**src/rtl/core/set_assoc_lru_cache_tags_core_macros.svh**
```systemverilog
// Assertion macros shared by the cache tag store RTL.
`ifndef SET_ASSOC_LRU_CACHE_TAGS_CORE_MACROS_SVH
`define SET_ASSOC_LRU_CACHE_TAGS_CORE_MACROS_SVH

// Same-cycle implication, sampled on clk, off while rst_n is low.
`define SALRU_ASSERT_IMPLY(lbl, ante, cons, msg) \
    lbl: assert property (@(posedge clk) disable iff (!rst_n) (ante) |-> (cons)) \
        else $error(msg);

// Next-cycle implication, sampled on clk, off while rst_n is low.
`define SALRU_ASSERT_NEXT(lbl, ante, cons, msg) \
    lbl: assert property (@(posedge clk) disable iff (!rst_n) (ante) |=> (cons)) \
        else $error(msg);

`endif

```
**src/rtl/core/salru_pkg.sv**
```systemverilog
// Shared constants and types of the set-associative LRU tag store.
package salru_pkg;

    localparam int LINE_SIZE  = 64;
    localparam int SET_COUNT  = 4;
    localparam int WAY_COUNT  = 2;
    localparam int ADDR_BITS  = 32;
    localparam int STAMP_BITS = 32;

    localparam int OFFSET_BITS  = $clog2(LINE_SIZE);
    localparam int SET_BITS     = $clog2(SET_COUNT);
    localparam int SET_IDX_BITS = (SET_BITS > 0) ? SET_BITS : 1;
    localparam int TAG_BITS     = ADDR_BITS - OFFSET_BITS - SET_BITS;
    localparam int WAY_IDX_BITS = (WAY_COUNT > 1) ? $clog2(WAY_COUNT) : 1;

    localparam logic OP_ACCESS = 1'b0;
    localparam logic OP_CLEAR  = 1'b1;

    typedef struct packed {
        logic                  valid;
        logic [TAG_BITS-1:0]   tag;
        logic [STAMP_BITS-1:0] stamp;
    } way_t;

    typedef way_t [WAY_COUNT-1:0] row_t;

    localparam int ROW_BITS = $bits(row_t);

    typedef struct packed {
        logic                    hit;
        logic [WAY_IDX_BITS-1:0] hit_way;
        logic [WAY_IDX_BITS-1:0] victim;
    } match_t;

endpackage

```
**src/rtl/core/salru_ram.sv**
```systemverilog
// Generic single-write, single-read RAM with registered read data.
module salru_ram #(
    parameter int WIDTH = 8,
    parameter int DEPTH = 4
) (
    input  logic                                      clk,
    input  logic                                      we,
    input  logic [((DEPTH > 1) ? $clog2(DEPTH) : 1)-1:0] waddr,
    input  logic [WIDTH-1:0]                          wdata,
    input  logic                                      re,
    input  logic [((DEPTH > 1) ? $clog2(DEPTH) : 1)-1:0] raddr,
    output logic [WIDTH-1:0]                          rdata
);

    logic [WIDTH-1:0] mem [DEPTH];

    always_ff @(posedge clk)
    begin
        if (we)
        begin
            mem[waddr] <= wdata;
        end
        if (re)
        begin
            rdata <= mem[raddr];
        end
    end

endmodule

```
**src/rtl/core/salru_match.sv**
```systemverilog
// Way compare and LRU victim pick over one set row.
module salru_match (
    input  salru_pkg::row_t                    row,
    input  logic [salru_pkg::TAG_BITS-1:0]     tag,
    output salru_pkg::match_t                  result
);

    logic [salru_pkg::STAMP_BITS-1:0] min_stamp;

    always_comb
    begin
        result.hit     = 1'b0;
        result.hit_way = '0;
        // walk down so the lowest matching way wins
        for (int w = salru_pkg::WAY_COUNT - 1; w >= 0; w--)
        begin
            if (row[w].valid && (row[w].tag == tag))
            begin
                result.hit     = 1'b1;
                result.hit_way = salru_pkg::WAY_IDX_BITS'(w);
            end
        end

        min_stamp     = row[0].stamp;
        result.victim = '0;
        // strict less-than keeps the lowest way on ties
        for (int w = 1; w < salru_pkg::WAY_COUNT; w++)
        begin
            if (row[w].stamp < min_stamp)
            begin
                min_stamp     = row[w].stamp;
                result.victim = salru_pkg::WAY_IDX_BITS'(w);
            end
        end
    end

endmodule

```
**src/rtl/core/set_assoc_lru_cache_tags_core.sv**
```systemverilog
// Top level of the set-associative tag store with true LRU replacement.
//
// Usage:
//   Command channel: drive opcode and byte_address with start high; the
//   beat is taken at a clock edge where busy is low. opcode OP_ACCESS looks
//   up the address, OP_CLEAR invalidates every line and zeroes the stamp.
//   Result channel: done pulses for exactly one cycle with hit valid in the
//   same cycle. The receiver cannot stall, so every result must be sampled
//   on the cycle that done is high.
//   Order: the accepting edge enters the compare state, and done is
//   registered as that state ends.
//   Flow: the set row lives in a tag RAM with registered read data; the
//   accepting edge reads the row, the next cycle compares all ways in
//   parallel, picks the victim and writes the row back. busy is high during
//   that compare cycle, so no two accesses overlap on the same row and no
//   forwarding is needed.
//   A new beat may be taken in the cycle where the previous result shows.
//   Reset: rst_n clears the control state, the access stamp and one valid
//   flop per set row; a row whose flop is clear reads as all zero, so
//   clear-all drops every row through those flops and no RAM sweep is needed.
module set_assoc_lru_cache_tags_core (
    input  logic                            clk,
    input  logic                            rst_n,
    input  logic                            start,
    output logic                            busy,
    input  logic                            opcode,
    input  logic [salru_pkg::ADDR_BITS-1:0] byte_address,
    output logic                            done,
    output logic                            hit
);

    `include "set_assoc_lru_cache_tags_core_macros.svh"

    localparam logic ST_IDLE = 1'b0;
    localparam logic ST_LOOK = 1'b1;

    logic                                 state_reg, state_next;
    logic                                 op_reg;
    logic [salru_pkg::SET_IDX_BITS-1:0]   set_reg;
    logic [salru_pkg::TAG_BITS-1:0]       tag_reg;
    logic [salru_pkg::SET_COUNT-1:0]      row_valid_reg, row_valid_next;
    logic [salru_pkg::STAMP_BITS-1:0]     count_reg, count_next;
    logic                                 done_reg, done_next;
    logic                                 hit_reg, hit_next;

    logic                                 accept;
    logic [salru_pkg::SET_IDX_BITS-1:0]   in_set;
    logic [salru_pkg::TAG_BITS-1:0]       in_tag;
    logic                                 ram_re;
    logic                                 ram_we;
    logic [salru_pkg::ROW_BITS-1:0]       ram_rdata;
    salru_pkg::row_t                      row_eff;
    salru_pkg::row_t                      row_wr;
    salru_pkg::match_t                    match;
    logic [salru_pkg::WAY_IDX_BITS-1:0]   sel_way;
    logic [salru_pkg::STAMP_BITS-1:0]     stamp_inc;

    assign busy   = (state_reg == ST_LOOK);
    assign accept = start && !busy;
    assign done   = done_reg;
    assign hit    = hit_reg;

    // split the byte address: offset | set | tag
    assign in_set = (salru_pkg::SET_COUNT > 1)
                  ? byte_address[salru_pkg::OFFSET_BITS +: salru_pkg::SET_IDX_BITS]
                  : '0;
    assign in_tag = byte_address[salru_pkg::ADDR_BITS-1 -: salru_pkg::TAG_BITS];

    // read the set row on the accepting edge; clear needs no read
    assign ram_re = accept && (opcode == salru_pkg::OP_ACCESS);

    salru_ram #(
        .WIDTH (salru_pkg::ROW_BITS),
        .DEPTH (salru_pkg::SET_COUNT)
    ) u_tag_ram (
        .clk   (clk),
        .we    (ram_we),
        .waddr (set_reg),
        .wdata (row_wr),
        .re    (ram_re),
        .raddr (in_set),
        .rdata (ram_rdata)
    );

    // a row never written since the last clear reads as all zero
    assign row_eff = row_valid_reg[set_reg] ? salru_pkg::row_t'(ram_rdata) : '0;

    salru_match u_match (
        .row    (row_eff),
        .tag    (tag_reg),
        .result (match)
    );

    assign stamp_inc = count_reg + 1'b1;
    assign sel_way   = match.hit ? match.hit_way : match.victim;

    // refresh the hit way, or fill the victim; the stamp wraps at its width
    always_comb
    begin
        row_wr                = row_eff;
        row_wr[sel_way].valid = 1'b1;
        row_wr[sel_way].tag   = tag_reg;
        row_wr[sel_way].stamp = stamp_inc;
    end

    assign ram_we = (state_reg == ST_LOOK) && (op_reg == salru_pkg::OP_ACCESS);

    always_comb
    begin
        state_next     = state_reg;
        row_valid_next = row_valid_reg;
        count_next     = count_reg;
        done_next      = 1'b0;
        hit_next       = 1'b0;
        case (state_reg)
            ST_IDLE:
            begin
                if (accept)
                begin
                    state_next = ST_LOOK;
                end
            end
            ST_LOOK:
            begin
                state_next = ST_IDLE;
                done_next  = 1'b1;
                if (op_reg == salru_pkg::OP_CLEAR)
                begin
                    // drop every row and restart the stamp
                    row_valid_next = '0;
                    count_next     = '0;
                end
                else
                begin
                    row_valid_next[set_reg] = 1'b1;
                    count_next              = stamp_inc;
                    hit_next                = match.hit;
                end
            end
            default:
            begin
                state_next = ST_IDLE;
            end
        endcase
    end

    always_ff @(posedge clk or negedge rst_n)
    begin
        if (!rst_n)
        begin
            state_reg     <= ST_IDLE;
            row_valid_reg <= '0;
            count_reg     <= '0;
            done_reg      <= 1'b0;
            hit_reg       <= 1'b0;
        end
        else
        begin
            state_reg     <= state_next;
            row_valid_reg <= row_valid_next;
            count_reg     <= count_next;
            done_reg      <= done_next;
            hit_reg       <= hit_next;
        end
    end

    // hold the command beat for the compare cycle
    always_ff @(posedge clk)
    begin
        if (accept)
        begin
            op_reg  <= opcode;
            set_reg <= in_set;
            tag_reg <= in_tag;
        end
    end

    `SALRU_ASSERT_NEXT(a_accept_busy, start && !busy, busy, "beat taken but block not busy")
    `SALRU_ASSERT_NEXT(a_look_once, busy, !busy && done, "compare cycle did not end in a result")
    `SALRU_ASSERT_IMPLY(a_done_idle, done, !busy, "result shown while still busy")
    `SALRU_ASSERT_NEXT(a_clear_miss, busy && (op_reg == salru_pkg::OP_CLEAR), !hit,
                       "clear reported a hit")

endmodule

```
**config.mk**
```make
export PLATFORM = sky130hd
export DESIGN_NAME = set_assoc_lru_cache_tags_core
export DESIGN_NICKNAME = d
export VERILOG_FILES = /design/src/rtl/core/salru_pkg.sv /design/src/rtl/core/salru_ram.sv /design/src/rtl/core/salru_match.sv /design/src/rtl/core/set_assoc_lru_cache_tags_core.sv
export VERILOG_INCLUDE_DIRS = /design/src /design/src/rtl/core
export SDC_FILE = /design/constraint.sdc
export NUM_CORES = 1
export LEC_CHECK = 0
export BUFFER_PORTS_ARGS = -buffer_cell sky130_fd_sc_hd__clkbuf_2
export CAP_MARGIN = 10
export CORE_UTILIZATION = 70
export CTS_BUF_LIST = sky130_fd_sc_hd__clkbuf_4 sky130_fd_sc_hd__clkbuf_8
export CTS_CLUSTER_DIAMETER = 40
export DETAILED_ROUTE_END_ITERATION = 12
export PLACE_DENSITY = 0.87
export SYNTH_ARGS = -nofsm -noshare
export SYNTH_HDL_FRONTEND = slang
export SYNTH_HIERARCHICAL = 1
export SYNTH_SLANG_ARGS = --single-unit
```
**constraint.sdc**
```tcl
create_clock -name clk -period 19.6 [get_ports clk]
set_input_delay 3.92 -clock clk [delete_from_list [all_inputs] [get_ports clk]]
set_output_delay 3.92 -clock clk [all_outputs]
set_load 0.005 [all_outputs]
```
### Word level (Yosys, flattened, before mapping)

Memory sizes are Yosys's and may differ from the RTL's. A register that Yosys moved wholly into a read port is not among the register bits.
Cells that the tools add are included.

* memories: 1
* latch bits: 0
* memory bits (read-only): 0
* logic and storage cells: 56
* flip-flop bits (word level): 66
* bits in writable memories: 456
* input port bits: 36

Memories
* u_tag_ram.mem: depth 4, width 114, rd ports 1, clocked after Yosys merged registers in 1, write ports 1, RTL line salru_ram.sv:15 `logic [WIDTH-1:0] mem [DEPTH];`

* reductions and logical operators: 8
* div/mod/pow operators: 0
* shift operators: 0
* add/sub/neg operators: 1
* multipliers: 0
* eq/ne operators: 2
* $lt $le $gt $ge: 5
* muxes and demuxes: 27
* bitwise operators: 4

Operators with widths (number)
* $bwmux 114: 3
* $demux 57 s1: 3
* $mux 114: 1
* $mux 32: 2
* $mux 57: 1
* $mux 56: 1
* $eq 24x24->1: 2
* $add 32x1->32 const B: 1
* $lt 32x32->1: 1
* $mux 1: 10
* $logic_and 1x1->1: 7
* $mux 2: 2
* $mux 4: 1
* $or 4x4->4: 1
* $lt 2x3->1 const B: 1
* $not 1->1: 3
* $bmux 1 s2: 1
* $demux 1 s2: 1
* $ge 2x1->1 const B: 1
* $lt 1x2->1 const B: 1
* $pmux 1 s2: 1
* $ge 1x1->1 const B: 1
* $logic_not 1->1: 1

### Logic depth before layout (Yosys ltp)

Gate-level depths: netlist (run 1).

* depth after elaboration: 15
* gate-level depth with buffers: 16

### Hierarchy

Netlist (run 1), hierarchy kept.

Modules (own cells, without submodules)
* salru_ram: area each 19915.4 sq um, cells an instance 714, instances 1
* set_assoc_lru_cache_tags_core: area each 5713.0 sq um, cells an instance 684, instances 1
* salru_match: area each 1335.0 sq um, cells an instance 177, instances 1

### Least setup slack after synthesis (run 1)

Ideal clock, no wire load.

* kind: input to register
* start: input start
* end: register u_tag_ram.rdata[0] (read register of u_tag_ram.mem), enable pin
* buffers on the path: 0
* data required time: 18.996 ns
* data arrival time: 10.336 ns
* stages: 2
* slack: 8.661 ns
* library setup time: 0.604 ns
* cells stage by stage: nor2b_1 nor2b_1

* word-level cells in the longest chain between the ends: 2

RTL lines
* start: declaration: RTL line set_assoc_lru_cache_tags_core.sv:24 `input logic start,`
* $logic_and 1x1->1: RTL line set_assoc_lru_cache_tags_core.sv:59 `assign accept = start && !busy;`
* $logic_and 1x1->1: RTL line set_assoc_lru_cache_tags_core.sv:70 `assign ram_re = accept && (opcode == salru_pkg::OP_ACCESS);`
* via ram_re: RTL line set_assoc_lru_cache_tags_core.sv:49 `logic ram_re;`
* end: declaration: RTL line salru_ram.sv:12 `output logic [WIDTH-1:0] rdata`

The timed path passes the listed nets, and every way through them passes these cells.
A chain may end at the register's enable or synchronous reset.

### Worst setup path in the final report (run 1)

* start: input start
* end: register u_tag_ram.rdata[94] (read register of u_tag_ram.mem), enable pin

* word-level cells in the longest chain between the ends: 2

RTL lines
* $logic_and 1x1->1: RTL line set_assoc_lru_cache_tags_core.sv:59
* via accept: RTL line set_assoc_lru_cache_tags_core.sv:46 `logic accept;`
* $logic_and 1x1->1: RTL line set_assoc_lru_cache_tags_core.sv:70
* via ram_re: RTL line set_assoc_lru_cache_tags_core.sv:49

The timed path passes the listed nets, and every way through them passes these cells.

==> results.yml, run 1 <==
place:
  dp.cells: 2041
  portBuffers: 32
  gp_congestion: 0.8397
  dp_hpwl_mm: 29.85
sta:
  slew_headroom_pct: 22.72
  tightestPinTransition_ns: 1.159
  fmax_mhz: 141.3
  drv_slew: 0
  finalSetupViolations: 0
  min_period_ns: 7.076
  hold_violations: 0
  timing.final.crit_share_pct: 36.10
  setup_tns_ns: 0
  rsz0062_at_grt: "no"
  clock-skew-final_ns: 0.03441
floorplanning:
  core_um2: 37760
  die_x_um: 198.3
  row_count: 71
  die_y_um: 198.3
  dieArea_um2: 39310
  start_util_pct: 71.42
  ios: 39
synth:
  syn_nets: 1643
  post_synth_num_cell_types: 66
  yosys.cell_count.top_type: "edfxtp_1"
  synth_largest_area_cell: "edfxtp_1"
  synthFlopType: "edfxtp_1"
  ys_ff_latch: 636
  seq_area_frac_synth_pct: 70.11
  synthTopCellsByArea: "edfxtp_1, mux4_2, dfrtp_1"
  yosys_warnings: 6
  yosysTopAreaCellShare_pct: 66.49
  synth_edf_count: 597
  syn_inst: 1575
  syn_area_um2: 26960
  async_flop_share_pct: 6.132
  synth_common_cells: "edfxtp_1, and2_1, mux4_2, nand2_1, clkbuf_1"
  syn_avg_cell_area_um2: 17.12
run_status:
  status: "finished, final reports clean"
worst_setup_path:
  crit_path_end_kind: "register"
  worstPathMaxFanout: 44
  worst_path_dominant_cell_family: "simple AND/OR/NAND/NOR gates"
  crit_type: "in -> reg"
  slowest_stage: "nor2b_4"
  path_cells: "clkbuf_2, nor2b_4, nor2b_4, buf_4, buf_4"
  startpoint_type: "input pin"
  reg2reg_setup_slack_ns: 13.14
  worst_path_largest_cell_delay_ns: 1.03
  arrival_ns: 7.35
  critPathBufInv: 3
  cp.required_ns: 19.88
power_and_ir_drop:
  power_density_nw_per_um2: 107.9
  max-vdd-ir-drop_v: 0.00009640
  p_leak_uw: 0.009862
routing:
  routedWlPerCell_um: 24.11
  drt-initial-drc-count: 1623
  via_per_inst: 6.606
  vias: 14650
  drt_pass1_iterations: 7
  ant_nets: 0
  postRouteWirelength_mm: 53.48
  drc_errors: 0
cts:
  ctsHoldBuffers: 0
  cts_setup_buffers: 0
  insertion_delay_ns: 0.67
  worst_setup_hold_path_clk_slew_ns: 0.06
  cts-root-buf: "clkbuf_8"
  post_cts_resized: 0
  cts_tree: "yes"
  htreeDepth: 3
  cts_made_buffers: 96
  cts_num_sinks: 636
  clockBufferDepth: 3
layout:
  drive_gt1_share_pct: 22.61
  multi_input_area_um2: 7400
  final_cells: 2218
  fin_nets: 1697
  largest_reg_flops: 456
  filler_cell_count: 1953
  seq_area_um2: 18900
  diodes: 0
  area_growth_syn_to_layout_pct: 8.724
global_routing:
  overflow: 0
  grt_antenna_before_repair: 0
  grt_usage_pct: 28.72
  grt_pass1_vias: 15240
  grt_pass1_wl_mm: 83.50
  grt_max_degree: 87
hold_path:
  hp-class: "reg -> reg"
flow_run:
  cap_violations: 0
[area by class of cell]
| cell class | instances | area share, % |
|---|---|---|
| inverter | 41 | 0.5250 |
| tap | 511 | 2.181 |
| timing repair buffer | 49 | 1.046 |
| clock inverter | 39 | 0.8621 |
| clock buffer | 137 | 5.664 |
| multi-input combinational | 805 | 25.24 |
| sequential | 636 | 64.48 |
[power by group]
part	total, uW	internal, uW	switching (uW)
combinational	440	153	287
sequential	1650	1630	16.9
clock	1070	585	490
[kinds of logic after synthesis]
group                      share of synthesized area [%]
DFF                                                70.11
adders and majority gates                          1.485
and+or+nand+nor                                    7.814
xor gates and xnor gates                           1.981
buffers and inverters                              2.631
muxes                                              11.81
AOI/OAI and AO/OA                                  4.172
[stage by stage]
stage          utilization, %  power (uW)  area [um^2]  hold WS [ns]  setup slack [ns]
2_1_floorplan               -        1985        26960        0.4136             8.661
3_3_place_gp            72.54        2080        27390        0.5063             11.88
3_5_place_dp            72.54        2110        27390        0.5340             11.74
4_1_cts                 77.61        3176        29300        0.5394             12.45
5_1_grt                 77.65        3276        29320        0.5575             12.37
6_report                77.65        3162        29320        0.5465             12.52
[worst paths after layout]
| path | cells past startpoint | end | startpoint |
|---|---|---|---|
| hold / removal | 2 | row_valid_reg[0]$_DFFE_PN0P_ | row_valid_reg[0]$_DFFE_PN0P_ |
| setup reg to reg | 13 | u_tag_ram/mem[0][1]$_DFFE_PP_ | set_reg[0]$_DFFE_PP_ |
| setup / recovery | 5 | u_tag_ram/rdata[94]$_DFFE_PP_ | start |
| max in group asynchronous | 1 | count_reg[1]$_DFFE_PN0P_ | rst_n |
| hold reg to reg | 2 | row_valid_reg[0]$_DFFE_PN0P_ | row_valid_reg[0]$_DFFE_PN0P_ |
| min in group asynchronous | 1 | hit$_DFF_PN0_ | rst_n |
[layout by cell type, fill, tap and decap left out, drive strengths merged, types with 30 or more instances in the layout]
master / n
dfrtp: 39
o21ai: 39
mux4: 115
and2: 115
xnor2: 31
a21oi: 33
nand2: 69
inv: 43
nor2: 48
mux2: 51
clkbuf: 168
clkinv: 32
edfxtp: 597
ha: 32
nand3: 31
xor2: 30
[worst min-delay path, stage by stage (launching register included)]
cell	delay, ns
dfrtp_1	0.35
a31oi_1	0.04
a21oi_1	0.10
[metal layers]
layer | part of all wire (%) | track usage, %
met3 | 7.4 | 4.974
met1 | 39 | 37.17
met5 | 0 | 0
met4 | 3.8 | 14.15
met2 | 50 | 47.67
Power figures use the tool's default switching activity.
==> run 2, diff against run 1 <==
ABC_AREA = 1   (was unset)
CORE_UTILIZATION = 59   (was 70)
PLACE_DENSITY = 0.78   (was 0.87)
clock period = 5.7 ns   (was 19.6 ns; I/O delays follow)
==> run 2 against run 1 <==
Total power rose to 3.4 times the previous value. Register-to-register slack got worse by 12 ns. Routed wire length rose by 19%. Largest cell class unchanged.
==> results.yml, run 2 <==
routing:
  wl_met2_mm: 31.96
  postRouteWirelength_mm: 63.79
  via_per_inst: 5.237
  dr.max_layer_used: "met4"
  vias: 20470
  drt-initial-drc-count: 1736
  drc_errors: 0
  routedWlPerCell_um: 16.32
  dr_wl_met3_mm: 4.631
  drt_pass1_iterations: 5
  ant_nets: 0
  met1_length_mm: 25.51
sta:
  slew_headroom_pct: 20.69
  fmax_mhz: 216.1
  timing.final.crit_share_pct: 81.17
  setup_tns_ns: 0
  hold_violations: 0
  rsz0062_at_grt: "no"
  tightestPinTransition_ns: 1.186
  drv_slew: 0
  clock-skew-final_ns: 0.02835
  finalSetupViolations: 0
  min_period_ns: 4.627
synth:
  yosys_warnings: 6
  syn_area_um2: 29500
  synth_edf_count: 597
  yosys.cell_count.top_type: "nand2_1"
  syn_avg_cell_area_um2: 9.461
  syn_nets: 3186
  synthFlopType: "edfxtp_1"
  async_flop_share_pct: 6.132
  yosysTopAreaCellShare_pct: 60.77
  synthTopCellsByArea: "edfxtp_1, nand2_1, inv_1"
  syn_inst: 3118
  post_synth_num_cell_types: 36
  seq_area_frac_synth_pct: 64.08
  synth_largest_area_cell: "edfxtp_1"
  ys_ff_latch: 636
  synth_common_cells: "nand2_1, inv_1, edfxtp_1, nand3_1, nor2_1"
cts:
  post_cts_resized: 0
  worst_setup_hold_path_clk_slew_ns: 0.06
  cts_num_sinks: 636
  cts_tree: "yes"
  ctsHoldBuffers: 0
  insertion_delay_ns: 0.69
  clockBufferDepth: 3
  cts_made_buffers: 101
  cts_setup_buffers: 0
  htreeDepth: 3
  cts-root-buf: "clkbuf_8"
layout:
  diodes: 0
  largest_reg_flops: 456
  drive_gt1_share_pct: 8.940
  final_common_cell: "nand2_1"
  area_growth_syn_to_layout_pct: 9.887
  most-common-layout-cells: "nand2_1, inv_1, edfxtp_1"
  fin_nets: 3229
floorplanning:
  start_util_pct: 60.02
  ios: 39
  die_x_um: 225.6
  dieArea_um2: 50900
  core_um2: 49150
  die_y_um: 225.6
  row_count: 81
worst_setup_path:
  startpoint_type: "register"
  crit_path_end_kind: "register"
  critPathBufInv: 6
  worst_path_dominant_cell_family: "buffers and inverters"
  crit_path_frequent_cell: "nand2_1"
  worstPathMaxFanout: 52
  crit_type: "reg -> reg"
  slowest_stage: "edfxtp_1"
  cp.required_ns: 6.06
  path_cells: "inv_1, nand3_1, nand4_1, inv_4, buf_12, nor2_1, inv_1, ha_1, a21oi_1, nor2_1, nor3_1, nand2_1, nand2_1, nand2_1, a21oi_1, or2_2, nand2_4, inv_4, buf_12, o21ai_0"
  arrival_ns: 4.99
  worst_path_largest_cell_delay_ns: 0.58
hold_path:
  hp-class: "reg -> reg"
run_status:
  status: "finished, final reports clean"
power_and_ir_drop:
  p_int_uw: 8024
  power_density_nw_per_um2: 333.8
  p_clk_share_pct: 37.1
  p_leak_uw: 0.01483
  p_switching_uw: 2797
  p_sw_share_pct: 25.84
  max-vdd-ir-drop_v: 0.0002575
  seq_power_share_pct: 50.9
  pwr-share-comb_pct: 12.1
  p_total_uw: 10820
flow_run:
  cap_violations: 0
global_routing:
  grt_usage_pct: 25.81
  grt_antenna_before_repair: 1
  grt_pass1_wl_mm: 101.7
  overflow: 0
  grt_max_degree: 199
  grt_pass1_vias: 20840
place:
  gp_congestion: 0.9019
  portBuffers: 32
  dp_hpwl_mm: 35.62
run 2: cell count changes in the layout (fill, tap and decap cells not counted), sizes merged, moves of 24 or more:
cell   previous run  this run
nand4            28         4
mux2             51         0
mux4            115         0
and2            115         3
a31oi            28         0
nand3            31       256
or4              27         0
nor2             48       187
nand2            69      1011
inv              43       696
o21ai            39        93
run 2: logic make-up after synthesis:
kind of cell | after synthesis | share of synthesized area (%)
AO/OA/AOI/OAI | 120 | 2.095
adder cells (fa/ha/maj) | 32 | 1.357
XOR/XNOR | 33 | 1.005
buffers and inverters | 810 | 10.86
AND/OR/NAND/NOR | 1487 | 20.60
flip-flops | 636 | 64.08
run 2: power by group through the flow:
stage	clock network, uW	logic, uW	registers [uW]
finish	4010	1310	5500
global route	4270	1450	5510
CTS	4080	1300	5500
detailed placement	0	1290	5600
global placement	0	1230	5590
floorplan	0	893	5590
run 2: worst register-to-register path: cells and delay by family (launching register included):
kind            cells  cell delay, ns
simple gates       10            1.18
fa+ha+maj           1            0.24
buf+inv             6            1.47
flops               1            0.58
compound gates      3            0.85
run 2: path summary, 6_finish.rpt:
check                                                from                             to  slack (ns)  depth (start not counted)
worst max-delay path                 set_reg[1]$_DFFE_PP_  u_tag_ram/mem[3][6]$_DFFE_PP_        1.07                         20
worst min-delay path            count_reg[31]$_DFFE_PN0P_      count_reg[31]$_DFFE_PN0P_        0.51                          2
worst max register to register       set_reg[1]$_DFFE_PP_  u_tag_ram/mem[3][6]$_DFFE_PP_        1.07                         20
worst min register to register  count_reg[31]$_DFFE_PN0P_      count_reg[31]$_DFFE_PN0P_        0.51                          2
max in group asynchronous                           rst_n      count_reg[25]$_DFFE_PN0P_        4.36                          1
min in group asynchronous                           rst_n       count_reg[9]$_DFFE_PN0P_        0.66                          1
run 2: through the flow:
stage	hold WS (ns)	instances	cell area (um^2)	util [%]	worst slack (ns)
2_1_floorplan	0.4669	3118	29520	-	-0.3724
3_3_place_gp	0.4849	3722	30260	61.56	1.261
3_5_place_dp	0.4929	3722	30260	61.56	1.122
4_1_cts	0.5099	3908	32420	65.95	1.079
5_1_grt	0.5458	3908	32420	65.95	0.7566
6_report	0.5108	3908	32420	65.95	1.073
run 2: area by class of cell:
| class | count | area, um^2 |
|---|---|---|
| Sequential cell | 636 | 18900 |
| Fill cell | 3632 | 16740 |
| Multi-Input combinational cell | 1672 | 7456 |
| Inverter | 694 | 2618 |
| Clock buffer | 160 | 1946 |
| Tap cell | 664 | 830.8 |
| Timing Repair Buffer | 56 | 449.2 |
| Clock inverter | 26 | 214.0 |
run 2: layer usage:
| layer | up-vias | global-route usage (%) |
|---|---|---|
| li1 | 9825 | - |
| met1 | 9656 | 32.07 |
| met2 | 844 | 45.19 |
| met3 | 141 | 4.215 |
| met4 | 0 | 10.12 |
| met5 | - | 0 |
